### src/hw/rtl/tsw_pkg.sv
// ============================================================================
// tsw_pkg: shared types and constants of the tanh waveshaper
// Formats of the tanh argument, the table and the mix path, plus the
// configuration register map.
// ============================================================================
package tsw_pkg;

    // Default sizes
    localparam int SAMPLE_BITS_DEF  = 24;
    localparam int TANH_ENTRIES_DEF = 256;

    // Configuration port
    localparam int CFG_IDX_W  = 3;
    localparam int CFG_DATA_W = 16;
    localparam int DRIVE_W    = 15;
    localparam int GAIN_W     = 16;

    typedef enum logic [CFG_IDX_W-1:0] {
        CFG_DRIVE  = 3'd0,
        CFG_MAKEUP = 3'd1,
        CFG_WET    = 3'd2,
        CFG_SHAPE  = 3'd3,
        CFG_ASYM   = 3'd4
    } t_cfg_idx;

    typedef struct packed {
        logic        [DRIVE_W-1:0] drive_gain;          // Q2.13
        logic        [GAIN_W-1:0]  makeup_gain;         // Q1.15
        logic        [GAIN_W-1:0]  wet_mix;             // Q1.15
        logic signed [GAIN_W-1:0]  shape_amount;        // Q2.14
        logic        [GAIN_W-1:0]  negative_asymmetry;  // Q3.13
    } t_cfg;

    localparam logic [DRIVE_W-1:0] DRIVE_RST  = 15'd8192;
    localparam logic [GAIN_W-1:0]  MAKEUP_RST = 16'd32768;
    localparam logic [GAIN_W-1:0]  WET_RST    = 16'd32768;
    localparam logic [GAIN_W-1:0]  SHAPE_RST  = 16'd0;
    localparam logic [GAIN_W-1:0]  ASYM_RST   = 16'd8192;

    // Tanh argument: magnitude in Q.24
    localparam int ARG_FRAC        = 24;
    localparam int ARG_LIMIT_SHIFT = 27;    // |z| >= 8 saturates
    localparam int ASYM_FRAC       = 13;
    localparam int SHAPE_FRAC      = 14;
    localparam int Z1_W            = 27;    // after drive
    localparam int Z2_W            = 30;    // after asymmetry
    localparam int Z3_W            = 32;    // after shape
    localparam int KM_W            = 16;    // |1 + shape| in Q2.14

    // Tanh magnitude: Q1.30
    localparam int              TANH_W   = 31;
    localparam logic [TANH_W-1:0] TANH_ONE = 31'h4000_0000;

    // Mix path, Q.31 based
    localparam int X31_W  = 32;
    localparam int DIFF_W = 34;
    localparam int WET_FRAC = 15;
    localparam int MIX_W  = 36;
    localparam int PI_W   = DIFF_W + GAIN_W + 1;   // wet product
    localparam int PJ_W   = MIX_W + GAIN_W + 1;    // makeup product

endpackage

### src/hw/rtl/tsw_mix.sv
// ============================================================================
// tsw_mix: dry/wet mix and makeup gain
// Four stages: wet difference, wet product and sum, makeup product,
// rounding and saturation into the output register.
// ============================================================================
module tsw_mix import tsw_pkg::*; #(
    parameter int SAMPLE_BITS = SAMPLE_BITS_DEF
) (
    input  logic                          i_clk,
    input  logic                          i_rst_n,
    input  t_cfg                          i_cfg,
    input  logic                          i_valid,
    output logic                          o_ready,
    input  logic signed [SAMPLE_BITS-1:0] i_x,
    input  logic        [TANH_W-1:0]      i_ym,
    input  logic                          i_sign,
    output logic                          o_valid,
    input  logic                          i_ready,
    output logic signed [SAMPLE_BITS-1:0] o_sample
);

    localparam int OSH = 47 - SAMPLE_BITS;     // Q.31 * Q1.15 back to sample
    localparam logic signed [PJ_W-1:0] O_MAX = (PJ_W'(1) << (SAMPLE_BITS - 1)) - PJ_W'(1);
    localparam logic signed [PJ_W-1:0] O_MIN = -O_MAX - PJ_W'(1);
    localparam logic signed [PJ_W-1:0] O_HALF = PJ_W'(1) << (OSH - 1);
    localparam logic signed [PI_W-1:0] W_HALF = PI_W'(1) << (WET_FRAC - 1);

    logic en_h, en_i, en_j, en_k;

    logic                          r_h_v, r_i_v, r_j_v, r_k_v;
    logic signed [DIFF_W-1:0]      r_h_d;
    logic signed [X31_W-1:0]       r_h_x31;
    logic signed [MIX_W-1:0]       r_i_mix;
    logic signed [PJ_W-1:0]        r_j_prod;
    logic signed [SAMPLE_BITS-1:0] r_k_out;

    logic signed [DIFF_W-1:0]      w_y, w_y2, w_x31e, n_h_d;
    logic signed [X31_W-1:0]       w_x31;
    logic signed [PI_W-1:0]        w_prod_i, w_t, w_sum_i;
    logic signed [PJ_W-1:0]        w_prod_j, w_rnd_k;
    logic signed [SAMPLE_BITS-1:0] n_k_out;

    assign en_k    = !r_k_v || i_ready;
    assign en_j    = !r_j_v || en_k;
    assign en_i    = !r_i_v || en_j;
    assign en_h    = !r_h_v || en_i;
    assign o_ready = en_h;

    // Signed tanh in Q.31 minus the dry sample in Q.31
    assign w_y    = i_sign ? -$signed(DIFF_W'(i_ym)) : $signed(DIFF_W'(i_ym));
    assign w_y2   = w_y <<< 1;
    assign w_x31  = X31_W'(i_x) <<< (X31_W - SAMPLE_BITS);
    assign w_x31e = DIFF_W'(w_x31);
    assign n_h_d  = w_y2 - w_x31e;

    // Wet blend: x + round((y - x) * wet)
    assign w_prod_i = PI_W'(r_h_d) * $signed({{(PI_W-GAIN_W){1'b0}}, i_cfg.wet_mix});
    assign w_t      = (w_prod_i + W_HALF) >>> WET_FRAC;
    assign w_sum_i  = PI_W'(r_h_x31) + w_t;

    // Makeup gain
    assign w_prod_j = PJ_W'(r_i_mix) * $signed({{(PJ_W-GAIN_W){1'b0}}, i_cfg.makeup_gain});

    // Round half up and clamp to full scale
    assign w_rnd_k = (r_j_prod + O_HALF) >>> OSH;
    always_comb begin
        if (w_rnd_k > O_MAX) begin
            n_k_out = O_MAX[SAMPLE_BITS-1:0];
        end else if (w_rnd_k < O_MIN) begin
            n_k_out = O_MIN[SAMPLE_BITS-1:0];
        end else begin
            n_k_out = w_rnd_k[SAMPLE_BITS-1:0];
        end
    end

    always_ff @(posedge i_clk) begin
        if (!i_rst_n) begin
            r_h_v <= 1'b0;
            r_i_v <= 1'b0;
            r_j_v <= 1'b0;
            r_k_v <= 1'b0;
        end else begin
            if (en_h) r_h_v <= i_valid;
            if (en_i) r_i_v <= r_h_v;
            if (en_j) r_j_v <= r_i_v;
            if (en_k) r_k_v <= r_j_v;
        end
    end

    always_ff @(posedge i_clk) begin
        if (en_h) begin
            r_h_d   <= n_h_d;
            r_h_x31 <= w_x31;
        end
        if (en_i) begin
            r_i_mix <= w_sum_i[MIX_W-1:0];
        end
        if (en_j) begin
            r_j_prod <= w_prod_j;
        end
        if (en_k) begin
            r_k_out <= n_k_out;
        end
    end

    assign o_valid  = r_k_v;
    assign o_sample = r_k_out;

    // Rounding never lifts a negative product above zero
    a_neg_out: assert property (@(posedge i_clk) disable iff (!i_rst_n)
        (r_j_v && en_k && r_j_prod[PJ_W-1]) |=> (r_k_out[SAMPLE_BITS-1] || r_k_out == '0))
        else $error("negative mix produced positive output");

endmodule

### config.mk
export PLATFORM = sky130hd
export DESIGN_NAME = tsw_mix
export DESIGN_NICKNAME = d
export VERILOG_FILES = /design/src/hw/rtl/tsw_pkg.sv /design/src/hw/rtl/tsw_mix.sv
export SDC_FILE = /design/constraint.sdc
export NUM_CORES = 2
export LEC_CHECK = 0
export ABC_AREA = 1
export BUFFER_PORTS_ARGS = -buffer_cell sky130_fd_sc_hd__buf_2
export CAP_MARGIN = 10
export CORE_ASPECT_RATIO = 0.5
export CORE_MARGIN = 4
export CORE_UTILIZATION = 38
export DETAILED_ROUTE_END_ITERATION = 8
export PLACE_DENSITY = 0.55
export SYNTH_ARGS = -nofsm -noshare
export SYNTH_HDL_FRONTEND = slang
export SYNTH_SLANG_ARGS = --single-unit
### constraint.sdc
create_clock -name i_clk -period 7.3 [get_ports i_clk]
set_input_delay 0.365 -clock i_clk [delete_from_list [all_inputs] [get_ports i_clk]]
set_output_delay 0.365 -clock i_clk [all_outputs]
set_load 0.01 [all_outputs]
Word level (Yosys, flattened, before mapping):

Index checks and enable logic that the tools add are counted.

* $add $sub $neg: 5
* multipliers: 2
* div/mod/pow operators: 0
* order comparisons: 2
* equal/unequal tests: 0
* shift-type cells: 0
* mux-type cells: 2
* bitwise gates (word level): 0
* reduce and logical (&&, ||, !) cells: 8

Operator list (number)
* $add A53 B24 Y53 const B: 1
* $mul A36 B17 Y53: 1
* $add A51 B16 Y51 const B: 1
* $mul A34 B17 Y51: 1
* $add A32 B36 Y36: 1
* $sub A34 B32 Y34: 1
* $mux W33: 1
* $neg A31 Y33: 1
* $gt A30 B24 Y1 const B: 1
* $lt A30 B24 Y1 const B: 1
* $mux W24: 1
* $logic_not A1 Y1: 4
* $logic_or A1 B1 Y1: 4

* flip-flop bits (word level): 175
* bits in latches: 0
* memory bits (writable): 0
* bits in read-only memories: 0
* bits of input ports: 139
* output and inout port bits: 26
* memories kept: 0

Logic depth before layout (Yosys ltp):

* depth after elaboration: 5
* gate-level depth with buffers: 41

Least setup slack after synthesis:

OpenSTA, ideal clock, no wires.

* path kind: input to register
* start point: input i_cfg[40] in the netlist's numbering
* end point: register r_i_mix[24], data pin
* data arrival time: 6563 ps
* data required time: 7042 ps
* slack: 479 ps
* stages on the path: 31
* path through: clkbuf_1 > clkbuf_1 > nand2_1 > fa_1 > inv_1 > fa_1 > fa_1 > fa_1 > fa_1 > inv_1 > fa_1 > inv_1 > ha_1 > nand2_1 > nor2_1 > inv_1 > nor2_1 > inv_1 > o21ai_0 > inv_1 > nand2_1 > xor2_1 > ha_1 > a21o_1 > nor2_1 > nor2_1 > nor2_1 > o21ai_0 > nand2_1 > nand2_1 > xor2_1

* longest elaborated chain between the ends: 3

RTL lines
* start: declaration: line tsw_mix.sv:11 `input t_cfg i_cfg,`
* $mul A34 B17 Y51: line tsw_mix.sv:57 `assign w_prod_i = PI_W'(r_h_d) * $signed({{(PI_W-GAIN_W){1'b0}}, i_cfg.wet_mix});`
* $add A51 B16 Y51: line tsw_mix.sv:58 `assign w_t = (w_prod_i + W_HALF) >>> WET_FRAC;`
* $add A32 B36 Y36: line tsw_mix.sv:59 `assign w_sum_i = PI_W'(r_h_x31) + w_t;`
* via w_sum_i[24]: line tsw_mix.sv:39 `logic signed [PI_W-1:0] w_prod_i, w_t, w_sum_i;`
* end signal: assignment: line tsw_mix.sv:96 `r_i_mix <= w_sum_i[MIX_W-1:0];`
* end: declaration: line tsw_mix.sv:33 `logic signed [MIX_W-1:0] r_i_mix;`

The timed path passes the listed nets, and every way through them passes these cells.
A chain may end at the register's enable or synchronous reset.

Worst setup path in the final report:

* start point: register r_h_d[20]
* end point: register r_i_mix[34], data pin

* longest elaborated chain between the ends: 3

RTL lines
* start: declaration: line tsw_mix.sv:31 `logic signed [DIFF_W-1:0] r_h_d;`
* start signal: assignment: line tsw_mix.sv:92 `r_h_d <= n_h_d;`
* $mul A34 B17 Y51: line tsw_mix.sv:57
* $add A51 B16 Y51: line tsw_mix.sv:58
* $add A32 B36 Y36: line tsw_mix.sv:59
* via w_sum_i[34]: line tsw_mix.sv:39

The timed path passes the listed nets, and every way through them passes these cells.

==> out/metrics.cfg <==
[sta]
max_freq_mhz=141.1
setup_viol=0
maxSlewHeadroom=0.3394
rsz0062_at_grt=yes
hold_ws_ns=0.05793
period_needed_ns=7.089
tightest_slew_ns=0.9909
clock_skew_ns=0.02874
finalHoldViolCount=0
slew_viol_final=0
finalCritPeriodShare=0.9711

[worst_setup_path]
critPathCapture=r_i_mix[34]
crit_family=adder cells
slowest_delay_ns=0.57
startpoint=r_h_d[20]
path_buf_inv=10
cp.arrival_ns=7.35
rr_worst_depth=32
cpMostUsedCell=fa_1
r2r-end=r_i_mix[34]
start_kind=flop
cp.required_ns=7.56
cp.depth=32
cpMaxStageDelayCell=fa_1
r2r-start=r_h_d[20]
rrSetupSlack_ns=0.21
path_class=reg -> reg
cp_max_fo=6
end_kind=flop

[run]
cap_violations=0

[synth]
synth_seq_cells=152
synth_area_mm2=0.05111
synth_top_area_cell=fa_1
synthTopCellsByArea=fa_1, inv_1, nand2_1
synth_seq_area_share=0.08853
syn_avg_cell_area_um2=7.534
ys_warn_count=0
async_flop_share=0
synth_edf_count=148
synth_top_area_frac=0.4101
ys_types=37
ys.flop_type=edfxtp_1
synth_cells=6783
syn_nets=8296

[place]
detailed_place_hpwl_um=126300
gp_congestion=0.9425
dpl-instance-area_mm2=0.05682
portBuffers=117

[clock_tree]
clk_pin_slew_worst_paths_ns=0.08
clockBufferDepth=2
cts_tree=done
clkSinkCount=152
h-tree-depth=4
numCtsBuffers=17
cts_root_buf=clkbuf_16
clk_latency_ns=0.52

[die]
ios=165
dieArea_mm2=0.1408
die_x_um=526.6
fp.dieH_um=267.3
start_util=0.3856
coreArea_mm2=0.1326
rows=94

[drt]
viasPerCell=4.674
top_layer=met4
route.met3.wl_um=7170
met2WireLength_um=70600
wl_um=148000
vias=41710
ant_nets=0
drc=0
post_drt_wl_per_cell_um=16.58
drt-initial-drc-count=2376
m1WireLength_um=67850
first_pass_iters=6

[layout]
areaGrowthSynthToFinish_pct=16.10
nNetsFinal=8647
fill_cells=13410
drive_above_1_share=0.1333
diodes=0
final_area_mm2=0.05934

[global_route]
grt_usage=0.2148
grt_pass1_vias=44290
grt_max_degree=54
grt_pass1_wl_um=239400
grt-ovfl-total=0
grt_antenna_before_repair=1

[hold_path]
hold_path_class=in -> reg

[run_status]
status=finished clean

-- cells in the mapped netlist, types with 2 or more instances --
cell type,n
inv_1,2042
nand2_1,1791
fa_1,1047
nor2_1,371
ha_1,327
clkbuf_1,263
a21oi_1,206
edfxtp_1,148
o21ai_0,133
nand3_1,125
xor2_1,95
nand4_1,50
xnor2_1,45
nor3_1,37
a21o_1,16
o21bai_1,10
nor4_1,9
o21a_1,9
a31oi_1,8
nand3b_1,7
a21boi_0,6
nand2_2,5
dfxtp_1,4
nor2_2,4
or2_2,4
o211ai_1,3
o31ai_1,3
and2_1,2
and3_1,2
buf_4,2
buf_6,2
nand3_2,2
-- layout make-up --
class	count	area [um2]	share of cell area
sequential	152	4524	0.07625
tap	1776	2222	0.03745
multi-input combinational	4321	39460	0.6651
clock buffer	17	425.4	0.007170
clock inverter	15	183.9	0.003100
timing repair buffer	599	4843	0.08163
inverter	2043	7672	0.1293
-- what timing repair did --
item	4_1_cts	5_1_grt
hold buffers	0	0
pin swaps	4	122
buffers inserted	2	23
gates cloned	0	3
gates resized for setup	34	367
setup endpoints to repair	14	24
-- state kept, by name (all words and copies together), names as in the netlist --
signal    flops
r_i_mix      36
r_h_d        33
r_j_prod     31
o_sample     24
r_h_x31      24
o_valid       1
r_h_v         1
r_i_v         1
r_j_v         1
-- metrics by stage --
stage	cells	TNS, ns	setup slack (ns)	util
final	8923	0	0.2112	0.4476
after global routing	8923	-0.3205	-0.09468	0.4476
after CTS	8897	0	0.001402	0.4345
after detailed placement	8863	-5.341	-0.4106	0.4287
after global placement	8863	-4.594	-0.3591	0.4287
after floorplan	6783	0	0.4794	-
-- kinds of logic after synthesis --
kind of cell / Yosys count / synth area share
and+or+nand+nor: 2410 / 0.1856
buffers and inverters: 2310 / 0.1701
adders and majority gates: 1374 / 0.4902
AOI/OAI and AO/OA: 397 / 0.04157
DFF: 152 / 0.08853
xor gates and xnor gates: 140 / 0.02399
-- layer usage --
layer / up-vias / GRT usage
li1: 20030 / -
met1: 20620 / 0.2963
met2: 926 / 0.3710
met3: 139 / 0.02408
met4: 0 / 0.03630
met5: - / 0
-- cell usage in the layout (no fill, tap or decap), types with 5 or more instances in the layout --
cell type and count:
nand3_2 9, nor2_4 25, ha_4 45, a21boi_0 5, buf_4 430, o21ai_2 13
a21o_1 16, o21ai_0 93, edfxtp_1 148, o21ai_1 27, fa_2 10, nor4_1 6
nand2_1 1728, o21a_1 9, nor2_2 50, inv_2 23, a21oi_4 7, nor3_2 8
nand2_4 9, nand2_2 59, a21oi_1 159, buf_2 117, ha_1 279, clkbuf_16 20
nor2_1 301, inv_1 2019, nand3b_1 7, buf_12 46, xor2_1 93, a21oi_2 40
nand4_1 50, xnor2_1 44, fa_1 1037, o21bai_1 10, nor3_1 27, nand3_1 117
-- worst min path at each step --
stage	slack, ns	cells past startpoint	start	end
6_report	0.06	1	i_x[15]	r_h_x31[23]
5_1_grt	0.04	1	i_x[21]	r_h_x31[29]
4_1_cts	0.02	1	i_x[21]	r_h_x31[29]
3_5_place_dp	0.45	2	r_j_v	o_valid
2_1_floorplan	0.43	2	r_j_v	o_valid
3_3_place_gp	0.45	2	r_i_v	r_j_v
-- worst reg2reg max path, delay by kind of cell (launching register included) --
family                   cells  cell delay, ns
adder cells (fa/ha/maj)      8            3.73
AND/OR/NAND/NOR             14            1.64
buffers and inverters       10            1.02
flip-flops                   1            0.44
Power is not shown: default switching activity piles up to over one toggle a cycle in this logic, so the estimate is an artifact.
