### src/hw/rtl/tsw_pkg.sv
// ============================================================================
// tsw_pkg: shared types and constants of the tanh waveshaper
// Formats of the tanh argument, the table and the mix path, plus the
// configuration register map.
// ============================================================================
package tsw_pkg;

    // Default sizes
    localparam int SAMPLE_BITS_DEF  = 24;
    localparam int TANH_ENTRIES_DEF = 256;

    // Configuration port
    localparam int CFG_IDX_W  = 3;
    localparam int CFG_DATA_W = 16;
    localparam int DRIVE_W    = 15;
    localparam int GAIN_W     = 16;

    typedef enum logic [CFG_IDX_W-1:0] {
        CFG_DRIVE  = 3'd0,
        CFG_MAKEUP = 3'd1,
        CFG_WET    = 3'd2,
        CFG_SHAPE  = 3'd3,
        CFG_ASYM   = 3'd4
    } t_cfg_idx;

    typedef struct packed {
        logic        [DRIVE_W-1:0] drive_gain;          // Q2.13
        logic        [GAIN_W-1:0]  makeup_gain;         // Q1.15
        logic        [GAIN_W-1:0]  wet_mix;             // Q1.15
        logic signed [GAIN_W-1:0]  shape_amount;        // Q2.14
        logic        [GAIN_W-1:0]  negative_asymmetry;  // Q3.13
    } t_cfg;

    localparam logic [DRIVE_W-1:0] DRIVE_RST  = 15'd8192;
    localparam logic [GAIN_W-1:0]  MAKEUP_RST = 16'd32768;
    localparam logic [GAIN_W-1:0]  WET_RST    = 16'd32768;
    localparam logic [GAIN_W-1:0]  SHAPE_RST  = 16'd0;
    localparam logic [GAIN_W-1:0]  ASYM_RST   = 16'd8192;

    // Tanh argument: magnitude in Q.24
    localparam int ARG_FRAC        = 24;
    localparam int ARG_LIMIT_SHIFT = 27;    // |z| >= 8 saturates
    localparam int ASYM_FRAC       = 13;
    localparam int SHAPE_FRAC      = 14;
    localparam int Z1_W            = 27;    // after drive
    localparam int Z2_W            = 30;    // after asymmetry
    localparam int Z3_W            = 32;    // after shape
    localparam int KM_W            = 16;    // |1 + shape| in Q2.14

    // Tanh magnitude: Q1.30
    localparam int              TANH_W   = 31;
    localparam logic [TANH_W-1:0] TANH_ONE = 31'h4000_0000;

    // Mix path, Q.31 based
    localparam int X31_W  = 32;
    localparam int DIFF_W = 34;
    localparam int WET_FRAC = 15;
    localparam int MIX_W  = 36;
    localparam int PI_W   = DIFF_W + GAIN_W + 1;   // wet product
    localparam int PJ_W   = MIX_W + GAIN_W + 1;    // makeup product

endpackage

### src/hw/rtl/tsw_arg.sv
// ============================================================================
// tsw_arg: tanh argument pipeline
// Four stages: input register, drive gain, negative asymmetry, shape gain.
// Produces |z| in Q.24 and the sign of the tanh argument.
// ============================================================================
module tsw_arg import tsw_pkg::*; #(
    parameter int SAMPLE_BITS = SAMPLE_BITS_DEF
) (
    input  logic                          i_clk,
    input  logic                          i_rst_n,
    input  t_cfg                          i_cfg,
    input  logic                          i_valid,
    output logic                          o_ready,
    input  logic signed [SAMPLE_BITS-1:0] i_sample,
    output logic                          o_valid,
    input  logic                          i_ready,
    output logic signed [SAMPLE_BITS-1:0] o_x,
    output logic        [Z3_W-1:0]        o_z,
    output logic                          o_sign
);

    localparam int SH   = SAMPLE_BITS - 12;          // drive product to Q.24
    localparam int PB_W = SAMPLE_BITS + DRIVE_W;
    localparam int PC_W = Z1_W + GAIN_W;
    localparam int PD_W = Z2_W + KM_W;

    logic en_a, en_b, en_c, en_d;

    logic                          r_a_v, r_b_v, r_c_v, r_d_v;
    logic signed [SAMPLE_BITS-1:0] r_a_x, r_b_x, r_c_x, r_d_x;
    logic        [Z1_W-1:0]        r_b_z;
    logic        [Z2_W-1:0]        r_c_z;
    logic        [Z3_W-1:0]        r_d_z;
    logic                          r_d_sign;

    logic        [SAMPLE_BITS-1:0] w_abs;
    logic        [PB_W-1:0]        w_prod_b, w_rnd_b;
    logic        [PC_W-1:0]        w_prod_c, w_rnd_c;
    logic        [PD_W-1:0]        w_prod_d, w_rnd_d;
    logic signed [KM_W:0]          w_k, w_kabs;
    logic        [KM_W-1:0]        w_km;
    logic        [Z1_W-1:0]        n_b_z;
    logic        [Z2_W-1:0]        n_c_z;
    logic        [Z3_W-1:0]        n_d_z;
    logic                          n_d_sign;

    // Stage enables: a stage loads when empty or when its successor moves
    assign en_d    = !r_d_v || i_ready;
    assign en_c    = !r_c_v || en_d;
    assign en_b    = !r_b_v || en_c;
    assign en_a    = !r_a_v || en_b;
    assign o_ready = en_a;

    // Drive: |x| * drive, rounded to Q.24
    assign w_abs    = r_a_x[SAMPLE_BITS-1] ? (~r_a_x + 1'b1) : r_a_x;
    assign w_prod_b = {{DRIVE_W{1'b0}}, w_abs} * {{SAMPLE_BITS{1'b0}}, i_cfg.drive_gain};
    assign w_rnd_b  = w_prod_b + (PB_W'(1) << (SH - 1));
    assign n_b_z    = w_rnd_b[SH +: Z1_W];

    // Asymmetry: only negative samples take the extra gain
    assign w_prod_c = {{GAIN_W{1'b0}}, r_b_z} * {{Z1_W{1'b0}}, i_cfg.negative_asymmetry};
    assign w_rnd_c  = w_prod_c + (PC_W'(1) << (ASYM_FRAC - 1));
    assign n_c_z    = r_b_x[SAMPLE_BITS-1] ? w_rnd_c[ASYM_FRAC +: Z2_W] : Z2_W'(r_b_z);

    // Shape: k = 1 + shape in Q2.14, magnitude and sign split
    assign w_k      = $signed({i_cfg.shape_amount[GAIN_W-1], i_cfg.shape_amount})
                      + $signed((KM_W+1)'(1 << SHAPE_FRAC));
    assign w_kabs   = w_k[KM_W] ? -w_k : w_k;
    assign w_km     = w_kabs[KM_W-1:0];
    assign w_prod_d = {{KM_W{1'b0}}, r_c_z} * {{Z2_W{1'b0}}, w_km};
    assign w_rnd_d  = w_prod_d + (PD_W'(1) << (SHAPE_FRAC - 1));
    assign n_d_z    = w_rnd_d[SHAPE_FRAC +: Z3_W];
    assign n_d_sign = r_c_x[SAMPLE_BITS-1] ^ w_k[KM_W];

    // Valid bits
    always_ff @(posedge i_clk) begin
        if (!i_rst_n) begin
            r_a_v <= 1'b0;
            r_b_v <= 1'b0;
            r_c_v <= 1'b0;
            r_d_v <= 1'b0;
        end else begin
            if (en_a) r_a_v <= i_valid;
            if (en_b) r_b_v <= r_a_v;
            if (en_c) r_c_v <= r_b_v;
            if (en_d) r_d_v <= r_c_v;
        end
    end

    // Payload
    always_ff @(posedge i_clk) begin
        if (en_a) begin
            r_a_x <= i_sample;
        end
        if (en_b) begin
            r_b_x <= r_a_x;
            r_b_z <= n_b_z;
        end
        if (en_c) begin
            r_c_x <= r_b_x;
            r_c_z <= n_c_z;
        end
        if (en_d) begin
            r_d_x    <= r_c_x;
            r_d_z    <= n_d_z;
            r_d_sign <= n_d_sign;
        end
    end

    assign o_valid = r_d_v;
    assign o_x     = r_d_x;
    assign o_z     = r_d_z;
    assign o_sign  = r_d_sign;

    // A silent sample drives nothing into the shaper
    a_zero_arg: assert property (@(posedge i_clk) disable iff (!i_rst_n)
        (r_a_v && en_b && r_a_x == '0) |=> (r_b_z == '0))
        else $error("zero sample gave nonzero drive product");

endmodule

### config.mk
export PLATFORM = sky130hd
export DESIGN_NAME = tsw_arg
export DESIGN_NICKNAME = d
export VERILOG_FILES = /design/src/hw/rtl/tsw_pkg.sv /design/src/hw/rtl/tsw_arg.sv
export SDC_FILE = /design/constraint.sdc
export NUM_CORES = 2
export LEC_CHECK = 0
export ABC_CLOCK_PERIOD_IN_PS = 12050
export BUFFER_PORTS_ARGS = -buffer_cell sky130_fd_sc_hd__buf_2
export CAP_MARGIN = 40
export CORE_ASPECT_RATIO = 1.4
export CORE_MARGIN = 2
export CORE_UTILIZATION = 30
export CTS_BUF_LIST = sky130_fd_sc_hd__clkbuf_16
export DETAILED_ROUTE_END_ITERATION = 6
export MAX_ROUTING_LAYER = met4
export PLACE_DENSITY = 0.44
export SLEW_MARGIN = 20
export SYNTH_ARGS = -nofsm -noshare
export SYNTH_HDL_FRONTEND = slang
export SYNTH_SLANG_ARGS = --single-unit
### constraint.sdc
create_clock -name i_clk -period 12.05 [get_ports i_clk]
set_input_delay 2.41 -clock i_clk [delete_from_list [all_inputs] [get_ports i_clk]]
set_output_delay 2.41 -clock i_clk [all_outputs]
set_load 0.01 [all_outputs]
* Word-level counts from Yosys, hierarchy flattened
Cells that the tools add are included.
Word-level totals: register bits 190, input bits 107, output and inout port bits 59, logic and storage cells 35
Cells by class: add/subtract/negate cells 6, $mul 3, mux-type cells 3, bitwise operators 2, reduce and logical (&&, ||, !) cells 8
Operators by type and width (number):
- $add A46 B14 Y46 const B | 1
- $mul A30 B16 Y46 | 1
- $add A43 B13 Y43 const B | 1
- $mul A27 B16 Y43 | 1
- $add A39 B12 Y39 const B | 1
- $mul A24 B15 Y39 | 1
- $mux W27 | 1
- $add A24 B1 Y24 const B | 1
- $mux W24 | 1
- $not A24 Y24 | 1
- $add A16 B16 Y17 const B | 1
- $mux W16 | 1
- $neg A16 Y16 | 1
- $logic_not A1 Y1 | 4
- $logic_or A1 B1 Y1 | 4
- $xor A1 B1 Y1 | 1

* Longest topological paths before layout
depth after elaboration 5, depth in mapped cells 32, mapped depth without buffers 30

* Worst setup path before layout
OpenSTA, ideal clock, no wires.
path kind input -> register, start point input port i_cfg[22] (netlist bit), end point register r_d_z[31] (netlist: o_z[31]) (data pin), library setup time 0.174 ns, arrival 9.658 ns, data required time 11.876 ns, path slack 2.218 ns, cell stages on the path 27, path buffers 2, cells stage by stage or4_1 or3_1 or4_1 o21ai_0 xnor2_1 clkbuf_1 nand2_1 fa_1 inv_1 fa_1 fa_1 fa_1 fa_1 inv_1 fa_1 inv_1 ha_1 clkbuf_1 a21oi_1 o21ai_0 a221o_1 a21oi_1 o21ai_0 o211ai_1 a21oi_1 or2_2 a311oi_1
On the way: longest elaborated chain between the ends 5
Ends and longest elaborated chain:
- start, declared | RTL line tsw_arg.sv:11 | input t_cfg i_cfg,
- $add A16 B16 Y17 (*) | RTL line tsw_arg.sv:67 | + $signed((KM_W+1)'(1 << SHAPE_FRAC));
- $neg A16 Y16 | RTL line tsw_arg.sv:68 | assign w_kabs = w_k[KM_W] ? -w_k : w_k;
- $mux W16 (*) | RTL line tsw_arg.sv:68
- $mul A30 B16 Y46 (*) | RTL line tsw_arg.sv:70 | assign w_prod_d = {{KM_W{1'b0}}, r_c_z} * {{Z2_W{1'b0}}, w_km};
- $add A46 B14 Y46 (*) | RTL line tsw_arg.sv:71 | assign w_rnd_d = w_prod_d + (PD_W'(1) << (SHAPE_FRAC - 1));
- net w_rnd_d[45] | RTL line tsw_arg.sv:39 | logic [PD_W-1:0] w_prod_d, w_rnd_d;
- end signal, assigned | RTL line tsw_arg.sv:105 | r_d_z <= n_d_z;
- end, declared | RTL line tsw_arg.sv:33 | logic [Z3_W-1:0] r_d_z;
The timed path passes the listed nets; every way through them passes the cells marked *. A chain may end at the register's enable or synchronous reset.

* Worst setup path after layout
start point input port i_cfg[16] (netlist bit), end point register r_d_z[31] (netlist: o_z[31]) (data pin)
Same word-level chain as after synthesis.

==> results.json <==
{
  "port_buffers": 133,
  "wire_per_inst_um": 18.2,
  "finalClockSkew_ns": 0.0402,
  "track_usage_pct": 17.6,
  "synth_cell_types": 72,
  "post-cts-setup-buffer-count": 0,
  "hold_path.class": "reg -> reg",
  "drc": 0,
  "globalplace.congestion": 0.842,
  "ant_nets": 0,
  "syn_area_mm2": 0.0468,
  "core-area_mm2": 0.155,
  "die_w_um": 338,
  "synth.top_cell.area_share_pct": 43.7,
  "syn_nets": 6511,
  "status": "finished, final reports clean",
  "cts.clk_slew.worst_paths_ns": 0.10,
  "netlist_instances": 4986,
  "die_y_um": 472,
  "synthTopCellsByArea": "fa_1, edfxtp_1, ha_1",
  "ys.flop_type": "edfxtp_1",
  "yosysSeqAreaShare_pct": 12.1,
  "ys_seq_elements": 190,
  "cts_hold_buffers": 0,
  "crit_fanout": 20,
  "numClockSinks": 190,
  "critPathBufInv": 6,
  "yosysMostFrequentCell": "inv_1",
  "finalCritPeriodShare_pct": 88.1,
  "drt-vias-per-instance": 4.57,
  "grt_pass1_wl_mm": 208,
  "synth_top_cell_by_area": "fa_1",
  "drt_first_iter_violations": 1270,
  "synth_fa_ha_area_share_pct": 54.3,
  "antenna_found_initial": 11,
  "tightest_slew_ns": 0.862,
  "setup_tns_ns": 0,
  "clk_path_buf_depth": 2,
  "max_freq_mhz": 94.2,
  "numCtsBuffers": 17,
  "critPathCaptureType": "flip-flop",
  "yosysWarnings": 0,
  "grt_max_degree": 55,
  "n_fill_cell": 16400,
  "synth-compound-area-share_pct": 3.86,
  "crit_family": "adder cells",
  "synth_edf_count": 186,
  "vias": 32500,
  "synth_top_family_by_area": "adder cells",
  "slew_headroom_pct": 42.5,
  "post-route-min-period_ns": 10.62,
  "hpwl_mm": 103,
  "areaGrowthSynthToFinish_pct": 8.90,
  "crit_required_ns": 12.42,
  "maxCapViolCount": 0,
  "worstPathArrival_ns": 10.98,
  "io_pins": 166,
  "synth-xor-area-share_pct": 2.26,
  "start_util_pct": 30.2,
  "rsz0062_at_grt": "false",
  "synth.area.mux_share_pct": 0.545,
  "crit_type": "in -> reg",
  "nets": 6540,
  "start_kind": "primary input",
  "htree_levels": 4,
  "worstSkewPairLatency_ns": 0.55,
  "fp.dieArea_mm2": 0.159,
  "cts_root_buf": "clkbuf_16",
  "syn_avg_cell_area_um2": 9.39,
  "cpPeakStageDelay_ns": 0.65,
  "drive_gt1_share_pct": 6.40,
  "setup_viol": 0,
  "synth-simple-area-share_pct": 15.2,
  "cp_common_cell": "fa_1",
  "overflow": 0,
  "report.final.slew_viol_count": 0,
  "synth-async-reset-ratio_pct": 0,
  "hold_viol": 0,
  "dr.pass1.iters": 5,
  "cts_resized": 0,
  "rows": 171,
  "cts_tree": "done",
  "drt-total-wl_mm": 130,
  "synth_commonest_cells": "inv_1, fa_1, nand2_1",
  "grt_pass1_vias": 36600,
  "cp_slowest_cell": "o41ai_1"
}
## logic make-up after synthesis
logic type / count (synthesis)
AO/OA/AOI/OAI: 273
multiplexers: 23
buffers and inverters: 1458
AND/OR/NAND/NOR: 1504
XOR/XNOR: 120
flip-flops: 190
adder cells (fa/ha/maj): 1418
## per-stage QoR
stage / area (µm²) / utilization, % / setup slack [ns] / cells / hold slack, ns
after floorplan: 46800 / - / 2.22 / 4986 / 0.400
after global placement: 50000 / 32.2 / 0.668 / 7053 / 0.401
after detailed placement: 50300 / 32.4 / 0.834 / 7069 / 0.405
after CTS: 50900 / 32.8 / 1.43 / 7101 / 0.422
after global routing: 51000 / 32.9 / 0.930 / 7114 / 0.425
final: 51000 / 32.9 / 1.43 / 7114 / 0.423
## cell usage in the layout, fill, tap and decap left out, drive strengths merged, types with 5 or more instances in the layout
| cell type | Yosys | final |
|---|---|---|
| and3 | 11 | 11 |
| o31ai | 13 | 13 |
| a211oi | 9 | 9 |
| xnor2 | 87 | 87 |
| nand2b | 12 | 12 |
| and4 | 8 | 8 |
| o21ai | 54 | 54 |
| or4 | 6 | 6 |
| clkbuf | 210 | 17 |
| and2 | 437 | 437 |
| or3 | 10 | 10 |
| o21bai | 11 | 11 |
| a31oi | 9 | 9 |
| o211ai | 8 | 8 |
| nand4 | 19 | 19 |
| edfxtp | 186 | 186 |
| diode | 0 | 10 |
| buf | 7 | 227 |
| nor3 | 12 | 12 |
| fa | 1023 | 1023 |
| a21oi | 80 | 80 |
| nor2b | 20 | 20 |
| a311oi | 6 | 6 |
| o21a | 9 | 9 |
| nand2 | 883 | 883 |
| o41ai | 8 | 8 |
| nor2 | 48 | 48 |
| nand3 | 21 | 21 |
| xor2 | 33 | 33 |
| mux2 | 20 | 20 |
| inv | 1241 | 1253 |
| a221oi | 5 | 5 |
| ha | 395 | 395 |
| a21o | 33 | 33 |
## routing by layer
metal	track usage (%)	vias up	wire, µm
li1	-	14800	-
met5	-	-	0
met4	4.43	0	2810
met2	32.9	522	71900
met3	2.06	168	4040
met1	19.6	17100	50900
## registers in the layout, indices dropped and copies added (netlist names)
register	count
r_c_z	30
o_sign	1
r_a_v	1
r_a_x	24
r_b_v	1
r_c_v	1
r_b_z	27
o_z	32
r_c_x	24
r_b_x	24
o_valid	1
o_x	24
## final cells by class
class | instances | area [µm²] | area share, %
well taps | 2076 | 2600 | 5.09
flip-flops and latches | 190 | 5670 | 11.1
multi-input cells | 3338 | 35900 | 70.3
diodes | 10 | 25.0 | 0.0491
repair buffers | 227 | 1550 | 3.04
clock inverters | 15 | 224 | 0.439
clock buffers | 17 | 425 | 0.834
inverters | 1241 | 4660 | 9.13
## path summary, 6_finish.rpt
path	from	endpoint	slack, ns	cells past startpoint
setup / recovery	i_cfg[16]	o_z[31]	1.43	28
hold reg to reg	r_b_x[15]	r_c_x[15]	0.42	0
hold / removal	r_b_x[15]	r_c_x[15]	0.42	0
setup reg to reg	r_a_x[8]	r_b_z[26]	3.41	28
Power is left out: the tool's default activity adds up to more than one toggle a clock period on the data nets, which glitch-free logic cannot reach.
